**src/design/tidx_pkg.sv**
```systemverilog
// Shared constants, types and helpers for the tensor index linearizer.
`timescale 1ns / 1ps

package tidx_pkg;

	localparam int NDIM       = 4;
	localparam int MAX_RANK   = 4;
	localparam int COORD_BITS = 8;

	localparam int OFF_W      = 32;
	localparam int TOT_W      = OFF_W + 1;
	localparam int COORD_W    = 8;
	localparam int DIM_W      = 9;
	localparam int RANK_W     = 3;
	localparam int CFG_IDX_W  = 3;
	localparam int CFG_DATA_W = 9;

	// Quotient bits resolved per inner dimension: an extent never exceeds 256.
	localparam int QI_W  = 8;
	// Dimension 0 resolves a full offset; dimensions 1 and 2 one byte each;
	// the last dimension is taken from the final remainder.
	localparam int NCELL = OFF_W + (NDIM - 2) * QI_W;

	localparam logic [RANK_W-1:0] RANK_LIM =
		RANK_W'((MAX_RANK < NDIM) ? MAX_RANK : NDIM);
	localparam logic [DIM_W-1:0] DIM_MAX = DIM_W'(256);
	localparam logic [COORD_W-1:0] COORD_MASK =
		(COORD_BITS >= COORD_W) ? {COORD_W{1'b1}} : COORD_W'((1 << COORD_BITS) - 1);

	typedef enum logic [CFG_IDX_W-1:0] {
		REG_RANK = 3'd0,
		REG_DIM0 = 3'd1,
		REG_DIM1 = 3'd2,
		REG_DIM2 = 3'd3,
		REG_DIM3 = 3'd4
	} reg_idx_t;

	typedef enum logic {
		REQ_LIN   = 1'b0,
		REQ_DELIN = 1'b1
	} req_kind_t;

	// Derived configuration seen by the datapath.
	typedef struct packed {
		logic                             busy;
		logic [RANK_W-1:0]                rank;
		logic [NDIM-2:0][OFF_W-1:0]       stride;
		logic [TOT_W-1:0]                 total;
	} cfg_t;

	// Word carried down the cell chain.
	typedef struct packed {
		logic                             delin;
		logic                             oor;
		logic [OFF_W-1:0]                 rem;
		logic [TOT_W-1:0]                 acc;
		logic [NDIM-1:0][COORD_W-1:0]     coord;
	} stage_t;

	typedef struct packed {
		logic [OFF_W-1:0]                 offset;
		logic [NDIM-1:0][COORD_W-1:0]     coord;
		logic                             oor;
	} rsp_t;

	function automatic logic [COORD_W-1:0] mask_coord(input logic [COORD_W-1:0] v);
		return v & COORD_MASK;
	endfunction

endpackage

```
**src/design/tidx_cell.sv**
```systemverilog
// One chain cell: resolves one quotient bit or adds one shifted stride term.
`timescale 1ns / 1ps

module tidx_cell import tidx_pkg::*; #(
	parameter int DIM   = 0,
	parameter int SHIFT = 0
) (
	input  logic             clk,
	input  logic             arst_n,
	input  logic             en,
	input  logic             in_vld,
	input  stage_t           in_stage,
	input  logic [OFF_W-1:0] divisor,
	output logic             out_vld,
	output stage_t           out_stage
);

	localparam bit HAS_BIT = (SHIFT < COORD_W);
	localparam int BIT_IDX = HAS_BIT ? SHIFT : 0;

	logic [OFF_W-1:0] rem_hi;
	logic [OFF_W-1:0] rem_sub;
	logic [TOT_W-1:0] acc_add;
	logic             fits;
	stage_t           nxt;
	logic             vld_s1;
	stage_t           step_s1;

	// Comparing the shifted-down remainder keeps the divisor test 32 bits wide.
	// Only the low coordinate bits of a quotient are kept; the high ones of
	// dimension 0 only shape the remainder.
	always_comb begin
		rem_hi  = in_stage.rem >> SHIFT;
		fits    = (rem_hi >= divisor);
		rem_sub = in_stage.rem - (divisor << SHIFT);
		acc_add = in_stage.acc + (TOT_W'(divisor) << BIT_IDX);
		nxt     = in_stage;
		if (in_stage.delin) begin
			if (fits) begin
				nxt.rem = rem_sub;
				if (HAS_BIT) begin
					nxt.coord[DIM][BIT_IDX] = 1'b1;
				end
			end
		end else if (HAS_BIT && in_stage.coord[DIM][BIT_IDX]) begin
			nxt.acc = acc_add;
		end
	end

	always_ff @(posedge clk or negedge arst_n) begin
		if (!arst_n) begin
			vld_s1 <= 1'b0;
		end else if (en) begin
			vld_s1 <= in_vld;
		end
	end

	always_ff @(posedge clk) begin
		if (en) begin
			step_s1 <= nxt;
		end
	end

	assign out_vld   = vld_s1;
	assign out_stage = step_s1;

endmodule

```
**config.mk**
```make
export PLATFORM = sky130hd
export DESIGN_NAME = tidx_cell
export DESIGN_NICKNAME = d
export VERILOG_FILES = /design/src/design/tidx_pkg.sv /design/src/design/tidx_cell.sv
export SDC_FILE = /design/constraint.sdc
export NUM_CORES = 1
export LEC_CHECK = 0
export BUFFER_PORTS_ARGS = -buffer_cell sky130_fd_sc_hd__clkbuf_2
export CORE_MARGIN = 5
export CORE_UTILIZATION = 45
export CTS_CLUSTER_SIZE = 16
export DETAILED_ROUTE_END_ITERATION = 16
export PLACE_DENSITY = 0.79
export SLEW_MARGIN = 10
export SYNTH_ARGS = -nofsm -noshare
export SYNTH_HDL_FRONTEND = slang
export SYNTH_SLANG_ARGS = --single-unit
```
**constraint.sdc**
```tcl
create_clock -name clk -period 0.8 [get_ports clk]
set_input_delay 0.04 -clock clk [delete_from_list [all_inputs] [get_ports clk]]
set_output_delay 0.04 -clock clk [all_outputs]
set_load 0.01 [all_outputs]
```
## Yosys cells after proc, flatten, opt, wreduce, memory -nomap -nowiden

Cells that the tools add are included.

| storage, ports and cells | value |
|---|---|
| register bits after elaboration | 100 |
| output and inout bits | 100 |

| cells by class | value |
|---|---|
| add/sub/neg operators | 2 |
| $lt $le $gt $ge | 1 |
| mux-type cells | 6 |

Operators by type and width:

| cell | count |
|---|---|
| $mux W33 | 2 |
| $mux W32 | 2 |
| $add A33 B32 Y33 | 1 |
| $ge A32 B32 Y1 | 1 |
| $sub A32 B32 Y32 | 1 |
| $mux W1 | 2 |

## Depth between registers and ports, before layout

Gate-level depths: netlist (run 1).

| logic depth | value |
|---|---|
| word-level depth | 3 |
| mapped depth | 13 |
| depth with buffers taken out | 12 |

## Worst setup path before layout (run 1)

No wires, ideal clock.

| timing path | value |
|---|---|
| path kind | input -> register |
| from | input port in_stage[65] (netlist name) |
| to | register step_s1, in the netlist out_stage[95], data pin |
| data arrival time | 2.481 ns |
| data required time | 0.538 ns |
| setup slack | -1.943 ns |
| cell stages on the path | 12 |
| path buffers | 0 |
| path through | inv_1 -> ha_1 -> fa_1 -> nor2b_1 -> o31a_1 -> o221ai_1 -> o31ai_1 -> a41oi_1 -> o21ai_1 -> a41oi_1 -> xnor2_1 -> mux2_1 |

RTL lines:

| item | line | source |
|---|---|---|
| start: declaration | tidx_cell.sv:12 | `input stage_t in_stage,` |
| end signal: assignment | tidx_cell.sv:60 | `step_s1 <= nxt;` |
| end: declaration | tidx_cell.sv:27 | `stage_t step_s1;` |

==> results of run 1 <==
-- synth_stat cells (all sizes together) (3+ instances only) --
library cell	number	area, um^2
edfxtp	99	2970
nand2	69	259
o21ai	69	345
ha	64	801
a21oi	63	315
inv	49	184
xnor2	40	350
mux2	36	405
nor2	33	124
a21o	19	143
clkbuf	19	73.8
xor2	18	158
nor3	17	85.1
nand3	13	65.1
nand4	9	56.3
nor2b	9	56.3
a31oi	8	50.1
a211oi	7	65.1
a21boi	7	52.6
o211ai	7	57.6
o21bai	6	45.0
nand2b	5	31.3
o21a	5	37.5
and2	4	26.3
buf	4	38.8
o31ai	4	30.0
or3	4	25.0
a41oi	3	26.3
-- sequential cells by signal, summed over array words and instances (netlist names) --
signal,flops
out_vld,1
out_stage,99
-- through the flow --
step / hold slack, ps / setup TNS [ps] / total power [W]
2_1_floorplan: -256 / -88660 / 0.0100
3_3_place_gp: -185 / -113340 / 0.0130
3_5_place_dp: -183 / -115470 / 0.0131
4_1_cts: -7.93 / -99850 / 0.0183
5_1_grt: 2.43 / -107500 / 0.0196
6_report: 8.63 / -99810 / 0.0188
-- layout make-up --
cell class,count,area (um^2)
clock buffer,9,225
fill,1037,3560
antenna,3,7.51
inverter,49,196
tap,216,270
sequential,100,3000
multi-input combinational,548,4650
timing repair buffer,531,3790
clock inverter,7,67.6
-- routing by layer --
metal | track usage (%) | wire length [um] | share of wire [%] | vias up
li1 | - | - | - | 3710
met1 | 32.3 | 10400 | 38 | 3705
met2 | 46.0 | 13300 | 49 | 385
met3 | 3.93 | 1700 | 6.3 | 115
met4 | 14.6 | 1620 | 6.0 | 0
met5 | 0 | 0 | 0 | -
-- path summary, 6_finish.rpt --
| check | startpoint | to |
|---|---|---|
| max in group asynchronous | arst_n | out_vld$_DFFE_PN0P_ |
| min in group asynchronous | arst_n | out_vld$_DFFE_PN0P_ |
| worst min-delay path | in_stage[91] | out_stage[91]$_DFFE_PP_ |
| worst max register to register | out_vld$_DFFE_PN0P_ | out_vld$_DFFE_PN0P_ |
| worst min register to register | out_vld$_DFFE_PN0P_ | out_vld$_DFFE_PN0P_ |
| worst max-delay path | in_stage[65] | out_stage[95]$_DFFE_PP_ |
-- report_power, final --
| group | switching [W] | internal, W |
|---|---|---|
| Sequential | 0.000142 | 0.00640 |
| Combinational | 0.00374 | 0.00412 |
| Clock | 0.00219 | 0.00220 |
| Total | 0.00607 | 0.0127 |
-- worst max-delay path, delay by kind of cell --
family | cells | cell delay, ps
adder cells (fa/ha/maj) | 2 | 500
XOR/XNOR | 1 | 180
AND/OR/NAND/NOR | 1 | 150
multiplexers | 1 | 290
AO/OA/AOI/OAI | 6 | 1160
buffers and inverters | 3 | 300
-- repair_timing --
| action | CTS | global route |
|---|---|---|
| gates resized for setup | 81 | 59 |
| setup endpoints to repair | 165 | 166 |
| setup buffers | 16 | 13 |
| endpoints found under the hold margin | 48 | 0 |
| cloned | 2 | 1 |
| hold buffers | 45 | 0 |
| pin swaps | 40 | 37 |
-- cell usage in the layout, fill, tap and decap left out, types with 6 or more instances in the layout --
| master | count |
|---|---|
| clkbuf_2 | 223 |
| buf_4 | 217 |
| edfxtp_1 | 99 |
| nand2_1 | 68 |
| a21oi_1 | 51 |
| inv_1 | 47 |
| dlygate4sd3_1 | 45 |
| ha_1 | 43 |
| mux2_4 | 34 |
| o21ai_0 | 33 |
| nor2_1 | 32 |
| xnor2_1 | 29 |
| o21ai_1 | 28 |
| buf_6 | 27 |
| a21o_1 | 19 |
| xor2_1 | 18 |
| ha_4 | 18 |
| nor3_1 | 16 |
| nand3_1 | 11 |
| xnor2_2 | 11 |
| clkbuf_16 | 11 |
| a21oi_2 | 10 |
| nand4_1 | 9 |
| o21ai_2 | 7 |
| nor2b_1 | 7 |
| buf_2 | 7 |
| o211ai_1 | 6 |
| buf_12 | 6 |
-- cell families (layout without fill, tap and decap cells) --
| kind of cell | after synthesis | after routing | share of synthesized area [%] |
|---|---|---|---|
| AOI/OAI and AO/OA | 216 | 216 | 18.7 |
| xor gates and xnor gates | 58 | 58 | 7.05 |
| adders and majority gates | 66 | 66 | 11.7 |
| buffers and inverters | 72 | 596 | 4.12 |
| DFF | 100 | 100 | 41.6 |
| muxes | 38 | 38 | 5.91 |
| other | 0 | 3 | 0 |
| and+or+nand+nor | 170 | 170 | 10.9 |
==> metrics.txt, run 1 <==
CTS tree built; FF-to-FF setup slack 50 ps; # setup viols final 166; GRT Util Overall 26.8%; clock slew seen by the registers of the worst setup and hold paths 80 ps; initial DRC count 477; main flop type after synthesis edfxtp_1; initial antenna violation count 2; P&R area growth vs syn 69.5%; Cell Area, Placed 10700 um^2; final hold vios 0; Synthesized Nets 921; CP required 910 ps; drt first pass iters 6; Post-Layout Cell Count 1463; Worst-Margin Slew 460 ps; Final Cell Area 12200 um^2; status complete, but fails checks; Hold Path Cell Cnt 2; DRC 0; crit-path cells clkbuf_16, inv_12, ha_4, fa_2, nor2b_2, o31a_1, buf_4, o221ai_4, o31ai_4, a41oi_2, o21ai_2, a41oi_2, xnor2_1, mux2_4; # IOs 235; max-cap viol count 0; final clock skew 0 ps; vias in the first global route 7842; first-pass GRT wire length 39100 um; fin crit share 315%; die width 136 um; minimum clock period 2520 ps; FF-to-FF path depth 1; DR WL/cell 18.5 um; PD cells 1540 nW/um^2; layout cells sized above 1 50.4%; Post-Place Cells 1373; HP Class in2reg; number of flops mapped to enable cells by yosys 99; mapped cell area 7200 um^2; worst skew pair latency 350 ps; CP Launch Type input pin; port bufs 234; Yosys cell types 58; Die Y 136 um; Clock Path Buffers 2; cell mode on critical path a41oi_2; cts bufs inserted 9; Synth async-reset ratio 1.00%; final WL 27000 um; Routability Congestion 0.963; number of synthesis warnings 0; CP peak stage delay 350 ps; via count 7915; die area 18600 um^2; # rows 46; Worst Setup End Kind flop; pin count of the biggest net entering global routing 34; RSZ-0062 raised after global routing true; crit path max-delay cell type fa_2; failing checks negative setup slack; Final nets 1440; critical path class in2reg; register area share after synthesis 41.6%; H-tree depth 3; crit-path max FO 4; fmax 0.397 GHz; final worst slack -1720 ps; core footprint 15800 um^2; CTS root buffer clkbuf_16; Mean Syn Cell Area 10.0 um^2; Critical Path AT 2630 ps; Max Slew Vio Count 0; Lkg Pwr 5.78 nW; Post-DP HPWL 19200 um; register bit total from synthesis 100; number of routed nets with antenna violations 0; Peak VDD IR 0.00105 V; Setup WS pre-CTS -2150 ps; gr ovfl total 0; Initial Utilization 45.7%; Final Util 77.4%; Gate Count Post-Synth 720; Max-slew headroom 69.0%; Clock Sinks 100; number of vias per cell 5.41
No activity file was read; power rests on OpenSTA's default activity.
==> run 2: changes to the inputs <==
--- a/config.mk
+++ b/config.mk
@@ -11,6 +11,7 @@
 export CTS_CLUSTER_SIZE = 16
 export DETAILED_ROUTE_END_ITERATION = 16
 export PLACE_DENSITY = 0.79
+export RECOVER_POWER = 100
 export SLEW_MARGIN = 10
 export SYNTH_ARGS = -nofsm -noshare
 export SYNTH_HDL_FRONTEND = slang
==> run 2 against run 1 <==
The flow still finishes with violations (negative setup slack). Count of clock-buffer cells in the layout unchanged. Flip-flop and latch count unchanged. Worst hold slack about the same. Worst setup slack improved by 0.72 ps. Critical path depth unchanged. Register-to-register slack about the same. Maximum frequency about the same. Global-route usage unchanged. Sequential share of layout area increased by 0.099 points. Critical path type unchanged. Highest routed layer unchanged.
==> metrics.txt, run 2 (same netlist as run 1, synthesis figures left out) <==
status complete, but fails checks; failing checks negative setup slack; vias in the first global route 7842; most common cell after layout, fill and taps aside clkbuf_2; final hold vios 0; initial antenna violation count 2; clock slew seen by the registers of the worst setup and hold paths 80 ps; Routability Congestion 0.963; CTS tree built; DR WL/cell 18.5 um; # setup viols final 171; Setup WS pre-CTS -2150 ps; Die Y 136 um; # rows 46; Layout fillers 1048; CTS root buffer clkbuf_16; H-tree depth 3; CP Launch Type input pin; minimum clock period 2520 ps; CP delay by family, top compound AO/OA/AOI/OAI gates; Worst-Margin Slew 452 ps; Power Total 0.0188 W; max reg flops 99; DRC 0; Hold Startpoint in_stage[91]; number of vias per cell 5.40; pin count of the biggest net entering global routing 34; crit-path max FO 4; HP Class in2reg; Final nets 1440; Peak VDD IR 0.00105 V; final WL 27000 um; cell mode on critical path a41oi_2; Buf/Inv on CP 3; critical path class in2reg; Worst Setup End Kind flop; crit path max-delay cell type fa_2; CP required 910 ps; CP peak stage delay 350 ps; die area 18600 um^2; final clock skew 0 ps; crit-path cells clkbuf_16, inv_12, ha_4, fa_2, nor2b_2, o31a_1, buf_4, o221ai_4, o31ai_4, a41oi_2, o21ai_2, a41oi_2, xnor2_1, mux2_4; # IOs 235; Worst Hold Slack 8.28 ps; Worst R2R Start out_vld$_DFFE_PN0P_; layout cells sized above 1 50.2%; gr ovfl total 0; Clock Sinks 100; fmax 0.397 GHz; total negative setup slack -100010 ps; via count 7902; GRT Util Overall 26.8%; Clock Path Buffers 2; max-cap viol count 0; port bufs 234; Max Slew Vio Count 0; drt first pass iters 6; first-pass GRT wire length 39100 um; number of routed nets with antenna violations 0; Final Util 77.1%; cts bufs inserted 9; Lkg Pwr 5.76 nW; PD cells 1540 nW/um^2; Post-DP HPWL 19200 um; die width 136 um; commonest cells after routing, fill and taps aside clkbuf_2, buf_4, edfxtp_1; initial DRC count 544; P&R area growth vs syn 68.9%; Max-slew headroom 69.5%; final worst slack -1720 ps; RSZ-0062 raised after global routing true; origin of the worst setup path in_stage[65]; Initial Utilization 45.7%; worst skew pair latency 350 ps; core footprint 15800 um^2; fin crit share 315%; Critical Path AT 2630 ps
[run 2: cell types whose count changed in the layout (fill, tap and decap cells not counted), sizes merged]
cell    delta
clkbuf     +4
buf        -4
[run 2: metrics by stage]
| step | cell area [um^2] | cells |
|---|---|---|
| after floorplan | 7630 | 720 |
| after global placement | 10700 | 1373 |
| after detailed placement | 10700 | 1373 |
| after CTS | 11900 | 1449 |
| after global routing | 12200 | 1462 |
| final | 12200 | 1463 |
[run 2: final timing paths]
| path | end | slack [ps] | cells past startpoint |
|---|---|---|---|
| setup reg to reg | out_vld$_DFFE_PN0P_ | 50 | 1 |
| max in group asynchronous | out_vld$_DFFE_PN0P_ | 190 | 3 |
| hold / removal | out_stage[91]$_DFFE_PP_ | 8 | 2 |
| hold reg to reg | out_vld$_DFFE_PN0P_ | 530 | 1 |
| setup / recovery | out_stage[95]$_DFFE_PP_ | -1720 | 14 |
| min in group asynchronous | out_vld$_DFFE_PN0P_ | 510 | 3 |
[run 2: report_power, final]
part	total [W]	internal, W	switching, W
combinational	0.00782	0.00409	0.00373
sequential	0.00655	0.00640	0.000142
clock	0.00439	0.00220	0.00219
[run 2: final cells by class]
type / instances / area (um^2) / share of cell area [%]
clock inverters: 7 / 67.6 / 0.556
diodes: 3 / 7.51 / 0.0617
repair buffers: 531 / 3740 / 30.8
flip-flops and latches: 100 / 3000 / 24.7
clock buffers: 9 / 225 / 1.85
inverters: 49 / 196 / 1.62
multi-input cells: 548 / 4650 / 38.3
well taps: 216 / 270 / 2.22
[run 2: what timing repair did]
action	in CTS	in global routing
gates resized for setup	81	59
setup buffers	16	13
gates cloned	2	1
hold endpoints to repair	48	0
hold buffers	45	0
pin swaps	40	37
endpoints found under the setup margin	165	166
[run 2: per-layer routing]
metal,global-route usage [%],part of all wire (%)
met4,14.6,6.0
met3,3.93,6.1
met2,46.0,49
met5,0,0
met1,32.3,39
