--- config.mk ---
export PLATFORM = sky130hd
export DESIGN_NAME = tidx_out_buf
export DESIGN_NICKNAME = d
export VERILOG_FILES = /design/src/design/tidx_pkg.sv /design/src/design/tidx_out_buf.sv
export SDC_FILE = /design/constraint.sdc
export NUM_CORES = 1
export LEC_CHECK = 0
export BUFFER_PORTS_ARGS = -buffer_cell sky130_fd_sc_hd__clkbuf_2
export CORE_ASPECT_RATIO = 0.7
export CORE_MARGIN = 2
export CORE_UTILIZATION = 45
export CTS_CLUSTER_SIZE = 20
export DETAILED_ROUTE_END_ITERATION = 10
export MAX_ROUTING_LAYER = met4
export PLACE_DENSITY = 0.77
export SLEW_MARGIN = 30
export SYNTH_ARGS = -nofsm -noshare
export SYNTH_HDL_FRONTEND = slang
export SYNTH_SLANG_ARGS = --single-unit
--- constraint.sdc ---
create_clock -name clk -period 9.2 [get_ports clk]
set_input_delay 1.38 -clock clk [delete_from_list [all_inputs] [get_ports clk]]
set_output_delay 1.38 -clock clk [all_outputs]
set_load 0.05 [all_outputs]
--- src/design/tidx_pkg.sv ---
// Shared constants, types and helpers for the tensor index linearizer.
`timescale 1ns / 1ps

package tidx_pkg;

	localparam int NDIM       = 4;
	localparam int MAX_RANK   = 4;
	localparam int COORD_BITS = 8;

	localparam int OFF_W      = 32;
	localparam int TOT_W      = OFF_W + 1;
	localparam int COORD_W    = 8;
	localparam int DIM_W      = 9;
	localparam int RANK_W     = 3;
	localparam int CFG_IDX_W  = 3;
	localparam int CFG_DATA_W = 9;

	// Quotient bits resolved per inner dimension: an extent never exceeds 256.
	localparam int QI_W  = 8;
	// Dimension 0 resolves a full offset; dimensions 1 and 2 one byte each;
	// the last dimension is taken from the final remainder.
	localparam int NCELL = OFF_W + (NDIM - 2) * QI_W;

	localparam logic [RANK_W-1:0] RANK_LIM =
		RANK_W'((MAX_RANK < NDIM) ? MAX_RANK : NDIM);
	localparam logic [DIM_W-1:0] DIM_MAX = DIM_W'(256);
	localparam logic [COORD_W-1:0] COORD_MASK =
		(COORD_BITS >= COORD_W) ? {COORD_W{1'b1}} : COORD_W'((1 << COORD_BITS) - 1);

	typedef enum logic [CFG_IDX_W-1:0] {
		REG_RANK = 3'd0,
		REG_DIM0 = 3'd1,
		REG_DIM1 = 3'd2,
		REG_DIM2 = 3'd3,
		REG_DIM3 = 3'd4
	} reg_idx_t;

	typedef enum logic {
		REQ_LIN   = 1'b0,
		REQ_DELIN = 1'b1
	} req_kind_t;

	// Derived configuration seen by the datapath.
	typedef struct packed {
		logic                             busy;
		logic [RANK_W-1:0]                rank;
		logic [NDIM-2:0][OFF_W-1:0]       stride;
		logic [TOT_W-1:0]                 total;
	} cfg_t;

	// Word carried down the cell chain.
	typedef struct packed {
		logic                             delin;
		logic                             oor;
		logic [OFF_W-1:0]                 rem;
		logic [TOT_W-1:0]                 acc;
		logic [NDIM-1:0][COORD_W-1:0]     coord;
	} stage_t;

	typedef struct packed {
		logic [OFF_W-1:0]                 offset;
		logic [NDIM-1:0][COORD_W-1:0]     coord;
		logic                             oor;
	} rsp_t;

	function automatic logic [COORD_W-1:0] mask_coord(input logic [COORD_W-1:0] v);
		return v & COORD_MASK;
	endfunction

endpackage

--- src/design/tidx_out_buf.sv ---
// Result formatting, output register and skid stage.
`timescale 1ns / 1ps

module tidx_out_buf import tidx_pkg::*; (
	input  logic             clk,
	input  logic             arst_n,
	input  logic             tail_vld,
	input  stage_t           tail,
	input  logic [TOT_W-1:0] total,
	input  logic             out_ready,
	output logic             out_vld,
	output rsp_t             res,
	output logic             stall
);

	logic [TOT_W-1:0] sum;
	rsp_t             fin;
	logic             out_free;
	logic             out_vld_q;
	logic             skid_vld_q;
	rsp_t             out_q;
	rsp_t             skid_q;

	always_comb begin
		sum = tail.acc + TOT_W'(tail.coord[NDIM-1]);
		fin = '0;
		if (tail.delin) begin
			for (int j = 0; j < NDIM - 1; j++) begin
				fin.coord[j] = mask_coord(tail.coord[j]);
			end
			fin.coord[NDIM-1] = mask_coord(tail.rem[COORD_W-1:0]);
			fin.oor           = tail.oor;
		end else begin
			fin.oor    = (sum >= total);
			fin.offset = sum[OFF_W] ? {OFF_W{1'b1}} : sum[OFF_W-1:0];
		end
	end

	assign out_free = !out_vld_q || out_ready;

	// The chain only advances while the skid stage is empty, so a word at the
	// tail is consumed exactly when stall is low.
	always_ff @(posedge clk or negedge arst_n) begin
		if (!arst_n) begin
			out_vld_q  <= 1'b0;
			skid_vld_q <= 1'b0;
		end else if (out_free) begin
			if (skid_vld_q) begin
				out_vld_q  <= 1'b1;
				skid_vld_q <= 1'b0;
			end else begin
				out_vld_q <= tail_vld;
			end
		end else if (!skid_vld_q && tail_vld) begin
			skid_vld_q <= 1'b1;
		end
	end

	always_ff @(posedge clk) begin
		if (out_free) begin
			if (skid_vld_q) begin
				out_q <= skid_q;
			end else begin
				out_q <= fin;
			end
		end else if (!skid_vld_q) begin
			skid_q <= fin;
		end
	end

	assign out_vld = out_vld_q;
	assign res     = out_q;
	assign stall   = skid_vld_q;

endmodule

# Word-level counts from Yosys, hierarchy flattened
# Index checks and enable logic that the tools add are counted.
# totals
output_inout_bits	67
reg_bits	132
inputBits	136
# op_classes
n_lt_le_gt_ge	1
add_sub_neg	1
mux	8
reduce_logical	5
# op_table
operator	count
32-bit two-way mux	3
65-bit two-way mux	1
33-bit by 8-bit adder with 33-bit output	1
33-bit >= comparator	1
1-bit two-way mux	4
1-bit logical NOT	2
2-bit nonzero test	1
1-bit logical AND	1
1-bit logical OR	1

# Logic depth before layout (Yosys ltp)
# Gate-level depths: netlist (run 1).
# depth
depth_word	4
mapped_depth	15
mapped_depth_nobuf	14

# Least setup slack after synthesis (run 1)
# Ideal clock, no wire load.
# synth_timing
path_kind	input port to flip-flop
startpoint	in out_ready
endpoint	reg skid_q[0] in the netlist's numbering, enable pin
stages	2
required_time_ps	8601
setup_slack_ps	3936
arrival_ps	4665
cell_sequence	nand2b_1 inv_1
# synth_via
elab_chain_cells	1
# synth_lines
item	line_no	source
from (decl)	tidx_out_buf.sv:10	input logic out_ready,
1-bit logical OR	tidx_out_buf.sv:39	assign out_free = !out_vld_q || out_ready;
to (signal assigned)	tidx_out_buf.sv:67	skid_q <= fin;
to (decl)	tidx_out_buf.sv:22	rsp_t skid_q;
# No other way between the ends.
# A chain may end at the register's enable or synchronous reset.

# Final worst setup path (run 1)
# layout_timing
startpoint	in tail[30] in the netlist's numbering
endpoint	reg skid_q[0] in the netlist's numbering (data pin)
# layout_via
elab_chain_cells	4
# layout_lines
item	line_no	source
from (decl)	tidx_out_buf.sv:8	input stage_t tail,
33-bit by 8-bit adder with 33-bit output	tidx_out_buf.sv:25	sum = tail.acc + TOT_W'(tail.coord[NDIM-1]);
33-bit >= comparator	tidx_out_buf.sv:34	fin.oor = (sum >= total);
1-bit two-way mux	tidx_out_buf.sv:27	if (tail.delin) begin
65-bit two-way mux	n/a	
# No other way between the ends.

==> impl_results.md, run 1 <==
- Outcome: completed
- Worst skew pair latency: 0.41 ns
- RSZ-0062 raised after global routing: no
- Layout area overhead: 25.59%
- P per Cell Area: 222.2 mW/mm^2
- CP required: 9.31 ns
- Starting density of the core: ~46%
- Area of the multi-input gates: 0.002401 mm^2
- Cell area after synthesis: 0.006616 mm^2
- Largest family of logic cells by synthesized area: compound AO/OA/AOI/OAI gates
- Gp weighted congestion: 0.8815
- Placed instance count: 849
- Drt total wl: 16,110 um
- Largest area contributor in the netlist: edfxtp_1
- Post-synth cell types: 56
- Top post-synthesis cells by area: edfxtp_1 (59%), ha_1 (7.8%), a22o_1 (4.2%)
- Simple-gate share of the synthesized area: around 8.1%
- Crit path launch type: input pin
- Synth Area in Adders: 8.056%
- Initial antenna violation count: 0
- Worst Setup SP: tail[30]
- CP arrival: 4.98 ns
- Clock root buffer master: clkbuf_16
- Chip height: 105.5 um
- Final instance area: 0.008309 mm^2
- Period utilization: a little over half
- Clock Path Buffers: 2
- Post-synth EDFFs: between 100 and 150
- Post-cts gate resize count: 0
- Row cnt: 37
- Mux share of post-synthesis cell area: 0%
- Critical Path End: skid_q[0]$_DFFE_PP_
- Die Wd: between 100 and 150 um
- Register Area: approximately 0.0040 mm^2
- Port bufs: 178
- Maximum vdd drop: 0.0001288 V
- Max-slew violation count: 0
- Crit path time final: 4.869 ns
- Cell count after synthesis: a little under 500
- I/O Pins: between 200 and 250
- Final Hold Fails: 0
- R2R cell count: 4
- Post-CTS Setup Repair Bufs: 0
- Deepest level of the CTS H-tree: 4
- Pleak: 3.591 nW
- GRT Residual Overflow: 0
- Least-Margin Pin Slew: between 0.9 and 1 ns
- Post-CTS Hold Fix Bufs: 0
- Final non-filler cell total: 880
- Pin count of the biggest net entering global routing: 69
- Max Cap Viol: 0
- CP Max Fanout: 8
- Top FF cell, synth: edfxtp_1
- Die area: 0.01570 mm^2
- Drt first pass iters: 6
- Clock buffer count from CTS: 17
- First-pass GRT wire length: 25,270 um
- Slew margin rel.: about two fifths
- Pwr Total: approximately 0.0018 W
- GRT Total Usage: a little over a fifth
- R2r startpoint: stall$_DFFE_PN0P_
- Synth Area in Compound Gates: 15.49%
- Routed via count: 4,832
- Synthesized area per cell: 13.45 um^2
- Fraction of layout cells with a size suffix above 1: around 34%
- Fin nets: 851
- #FFs+latches synth: 132
- Final ANT Viol Nets: 0
- Setup-failing EPs final: 0
- Drt drc: 0
- Fin Hold WS: 0.5697 ns
- XOR/XNOR share of the synthesized area: under 10%
- Hold/Removal Path Class: reg2reg
- Worst R2R End: skid_q[0]$_DFFE_PP_
- DP Area: 0.007682 mm^2
- DR iter-0 viols: 326
- Register clock-pin slew on the reported worst setup and hold paths: approximately 0.06 ns
- Fmax: approximately 0.21 GHz
- Register area share after synthesis: 59.76%
- Diodes inserted: 0
- Post-Route Skew: roughly 0.0053 ns
- Mapped Nets: 670
- Synth top area share: 59.00%
- CORE AREA: 0.01454 mm^2
- Worst R2R Setup Slack: 6.49 ns
- Crit. End Element: flop
- Detailed Place HPWL: 11,620 um
- Vias in the first global route: 4,809
- Routed len/inst: 18.30 um
- CTS tree: yes
- Critical path class: in2reg
- Async SR Flop Fraction: 1.515%
- Vias per cell: 5.491
- Post-synth top cells: edfxtp_1 (130), ha_1 (41), inv_1 (41), a22o_1 (32), xnor2_1 (26)
- TritonCTS Sinks: 132
- Final setup TNS: 0 ns
- Top-count cell post-synth: edfxtp_1
- Filler cell count: between 1,000 and 1,500
- Syn. warnings: 0
==> layout by cell type, fill, tap and decap left out, types with 3 or more instances in the layout <==
| cell | instances |
|---|---|
| nor2b_1 | 6 |
| clkbuf_16 | 17 |
| and3_1 | 6 |
| a21oi_1 | 25 |
| a21o_1 | 9 |
| o21ai_0 | 9 |
| a221o_2 | 3 |
| inv_1 | 40 |
| ha_1 | 41 |
| clkbuf_2 | 178 |
| xor2_1 | 5 |
| o211ai_1 | 5 |
| nand4_1 | 15 |
| bufinv_16 | 4 |
| buf_4 | 5 |
| nand3_1 | 15 |
| nor3_1 | 10 |
| inv_6 | 4 |
| edfxtp_1 | 130 |
| a22o_1 | 32 |
| clkinvlp_4 | 3 |
| nand2_1 | 15 |
| nor2_1 | 16 |
| a221o_1 | 22 |
| xnor2_1 | 26 |
==> area by class of cell <==
class | instances | share of cell area (%)
timing repair buffer | 183 | 11.17
tap | 195 | 2.936
clock inverter | 14 | 2.424
inverter | 41 | 1.852
clock buffer | 17 | 5.120
multi-input combinational | 298 | 28.90
sequential | 132 | 47.60
==> flip-flops by register name (all words and copies together) (netlist names) <==
| register | flops |
|---|---|
| out_vld | 1 |
| skid_q | 65 |
| stall | 1 |
| res | 65 |
==> routing by layer <==
metal,global-route usage (%),part of all wire (%)
met1,29.46,46
met2,32.49,47
met3,5.152,5.6
met4,7.279,2.1
met5,-,0
==> critical path, stage by stage <==
cell,delay [ns]
clkbuf_2,0.08
ha_1,0.42
a21oi_1,0.11
o21ai_1,0.32
nor3b_1,0.49
o21ai_0,0.24
xnor2_1,0.30
ha_1,0.30
nor2b_1,0.13
o21ai_0,0.15
a21oi_1,0.10
a2111oi_0,0.79
a21oi_1,0.17
==> report_power, final <==
group	total, W	internal, W	switching [W]
Sequential	0.000766	0.000744	0.0000225
Clock	0.000720	0.000457	0.000263
Combinational	0.000360	0.000105	0.000255
==> worst min path at each step <==
| stage | slack [ns] | endpoint | cells past startpoint | from |
|---|---|---|---|---|
| after floorplan | 0.53 | res[32]$_DFFE_PN_ | 2 | skid_q[32]$_DFFE_PP_ |
| after global routing | 0.60 | res[25]$_DFFE_PN_ | 1 | skid_q[25]$_DFFE_PP_ |
| after global placement | 0.55 | res[32]$_DFFE_PN_ | 2 | skid_q[32]$_DFFE_PP_ |
| after CTS | 0.58 | res[32]$_DFFE_PN_ | 2 | skid_q[32]$_DFFE_PP_ |
| after detailed placement | 0.56 | res[63]$_DFFE_PN_ | 1 | skid_q[63]$_DFFE_PP_ |
| final | 0.57 | skid_q[32]$_DFFE_PP_ | 2 | skid_q[32]$_DFFE_PP_ |
==> logic make-up after synthesis <==
logic type | count (synthesis)
flops | 132
compound gates | 129
simple gates | 95
buf+inv | 62
fa+ha+maj | 42
xor+xnor | 32
==> through the flow <==
step | setup WS, ns | util (%)
final | 4.331 | 57.16
after global routing | 4.022 | 57.16
after CTS | 4.401 | 57.16
after detailed placement | 3.996 | 52.85
after global placement | 4.026 | 52.85
after floorplan | 3.936 | -
No activity file was read; power rests on OpenSTA's default activity.
==> run 2, diff against run 1 <==
==> constraint.sdc (replaced) <==
create_clock -name clk -period 4.7 [get_ports clk]
set_input_delay 0.705 -clock clk [delete_from_list [all_inputs] [get_ports clk]]
set_output_delay 0.705 -clock clk [all_outputs]
set_load 0.05 [all_outputs]
==> run 2 against run 1 <==
Against the previous run:
- global-route usage shrank 0.099 points
- count of clock-buffer cells in the layout up 1
- setup slack lost 3.9 ns
- die area stayed put
- design area up 0.20%
- utilization rose by 0.11 points
- hold slack lost 0.50 ns
- final cell count increased by 0.45%
- flip-flop and latch count is the same
- sequential power is 96% higher
- combinational power up 99%
- critical endpoint is now res[0]$_DFFE_PN_
- highest routed layer unchanged
==> impl_results.md, run 2 (same netlist as run 1, synthesis figures left out) <==
- GRT Total Usage: 21.65% (-0.099 points)
- Diodes inserted: 0 (unchanged)
- CORE AREA: 0.01454 mm^2 (unchanged)
- GRT met2 Usage: 33.18% (+0.69 points)
- WP depth: 16 (+3)
- Worst Setup SP: tail[24]
- Final ANT Viol Nets: 0 (unchanged)
- Chip height: 105.5 um (unchanged)
- Register clock-pin slew on the reported worst setup and hold paths: 0.06 ns (about the same)
- Port bufs: 178 (unchanged)
- Post-Route Skew: 0.01100 ns (+0.005742 ns)
- Drt drc: 0 (unchanged)
- First-pass GRT wire length: 25,440 um (+0.68%)
- Die Wd: 148.9 um (unchanged)
- Post-CTS Hold Fix Bufs: 0 (unchanged)
- Clock Path Buffers: 2 (unchanged)
- Setup-failing EPs final: 0 (unchanged)
- CP required: 4.85 ns (-4.46 ns)
- Crit path time final: ~4.2 ns
- Clock root buffer master: clkbuf_16
- CP cell instances: clkbuf_2 -> ha_1 -> fa_1 -> a211oi_2 -> o211ai_2 -> and2_1 -> nand4_1 -> xnor2_1 -> ha_1 -> a21oi_1 -> nor2b_1 -> o21ai_0 -> a21oi_1 -> a2111oi_0 -> buf_4 -> a21oi_1
- Area of the multi-input gates: 0.002401 mm^2 (unchanged)
- Critical Path End: res[0]$_DFFE_PN_
- Global routing's busiest layer: met2
- Post-CTS Setup Repair Bufs: 0 (unchanged)
- Most frequent cells in the layout: clkbuf_2 (178), edfxtp_1 (130), ha_1 (41)
- Pin count of the biggest net entering global routing: 69 (unchanged)
- TritonCTS Sinks: 132 (unchanged)
- Worst R2R End: res[0]$_DFFE_PN_
- Filler cell count: 1,190 (-0.50%)
- Fraction of layout cells with a size suffix above 1: 34.69% (+0.38 points)
- Max Cap Viol: 0 (unchanged)
- Row cnt: 37 (unchanged)
- Least-Margin Pin Slew: 0.8154 ns (-0.1026 ns)
- Pleak: 3.607 nW (+0.46%)
- Worst skew pair latency: 0.41 ns (about the same)
- Initial antenna violation count: 0 (unchanged)
- Register Area: 0.003955 mm^2 (unchanged)
- R2r startpoint: stall$_DFFE_PN0P_
- Vias in the first global route: 4,841 (+0.67%)
- Crit. End Element: flop
- Critical path class: in2reg
- Layout area overhead: 25.83%
- Die area: 0.01570 mm^2 (unchanged)
- GRT Residual Overflow: 0 (unchanged)
- Vias per cell: 5.577 (+1.6%)
- Met3 Track Usage GR: 4.805% (-0.35 points)
- Final Hold Fails: 0 (unchanged)
- Hold/Removal Path Class: in2async
- Fmax: 0.2358 GHz
- Maximum vdd drop: 0.0003057 V (+140%)
- Outcome: completed
- Met1 Track Usage GR: 28.84% (-0.62 points)
- Slew margin rel.: 44.24% (+5.4 points)
- Routed via count: 4,930 (+2.0%)
- Worst R2R Setup Slack: 2.00 ns (-4.49 ns)
- Fin nets: 854 (+0.35%)
- Drt first pass iters: 6 (unchanged)
- R2R cell count: 5 (+1)
- Clock buffer count from CTS: 17 (unchanged)
- Final setup TNS: 0 ns (unchanged)
- CTS tree: yes
- Detailed Place HPWL: 11,900 um (+2.4%)
- Delay-heaviest family, CP: compound AO/OA/AOI/OAI gates
- CP arrival: 4.39 ns (-0.59 ns)
- RSZ-0062 raised after global routing: no
- Period utilization: 90.24%
- Worst Path Buf+Inv: 2 (+1)
- Crit path launch type: input pin
- Post-cts gate resize count: 0 (unchanged)
- Max-slew violation count: 0 (unchanged)
- Starting density of the core: 45.52% (unchanged)
- Routed len/inst: 18.65 um (+1.9%)
- Max incr delay on CP: 0.74 ns (-0.05 ns)
- Pwr Total: 0.003563 W (+93%)
- CP Max Fanout: 10 (+2)
- DR iter-0 viols: 383 (+17%)
- Drt total wl: 16,480 um (+2.3%)
- I/O Pins: 203 (unchanged)
- Critical Path Most Common Cell: a21oi_1
- Gp weighted congestion: 0.8738 (-0.87%)
- Deepest level of the CTS H-tree: 4 (unchanged)
- P per Cell Area: 427.9 mW/mm^2 (+93%)
- Critical path's slowest cell: a2111oi_0
- Most common cell after layout, fill and taps aside: clkbuf_2
## run 2: changes by cell type in the layout (fill, tap and decap cells not counted), sizes merged
| cell | delta |
|---|---|
| clkinvlp | -1 |
| bufinv | -1 |
| buf | +3 |
| inv | -2 |
| clkbuf | +1 |
| clkinv | +4 |
## run 2: layout make-up
| cell class | instances | share of cell area (%) |
|---|---|---|
| tap | 195 | 2.931 |
| clock buffer | 18 | 5.155 |
| multi-input combinational | 298 | 28.84 |
| inverter | 41 | 1.849 |
| clock inverter | 14 | 2.149 |
| timing repair buffer | 186 | 11.57 |
| sequential | 132 | 47.51 |
## run 2: through the flow
step / instances / utilization (%) / instance area (um^2) / setup slack (ns) / hold WS (ns)
finish: 884 / 57.27 / 8325 / 0.4586 / 0.06700
floorplan: 492 / - / 6616 / 0.1109 / 0.4094
detailed placement: 851 / 52.95 / 7697 / 0.2221 / 0.4942
CTS: 883 / 57.14 / 8305 / 0.6245 / 0.06342
global route: 884 / 57.27 / 8325 / 0.3616 / 0.05720
global placement: 851 / 52.95 / 7697 / 0.2880 / 0.4909
## run 2: worst min path at each step
stage,cells past startpoint,slack (ns),to
detailed placement,1,0.49,out_vld$_DFFE_PN0N_
global route,1,0.06,stall$_DFFE_PN0P_
CTS,1,0.06,out_vld$_DFFE_PN0N_
floorplan,0,0.41,out_vld$_DFFE_PN0N_
global placement,1,0.49,out_vld$_DFFE_PN0N_
finish,1,0.07,stall$_DFFE_PN0P_
## run 2: where the power goes
group	total, W	switching [W]	internal (W)	leakage [nW]
Combinational	0.000716	0.000506	0.000210	1.99
Clock	0.00135	0.000507	0.000842	0.293
Sequential	0.00150	0.0000423	0.00146	1.33
Total	0.00356	0.00106	0.00251	3.61
## run 2: metal layers
metal,routed length [um],share of wire (%)
met5,0,0
met1,7348,45
met4,335,2.0
met2,7657,46
met3,1142,6.9
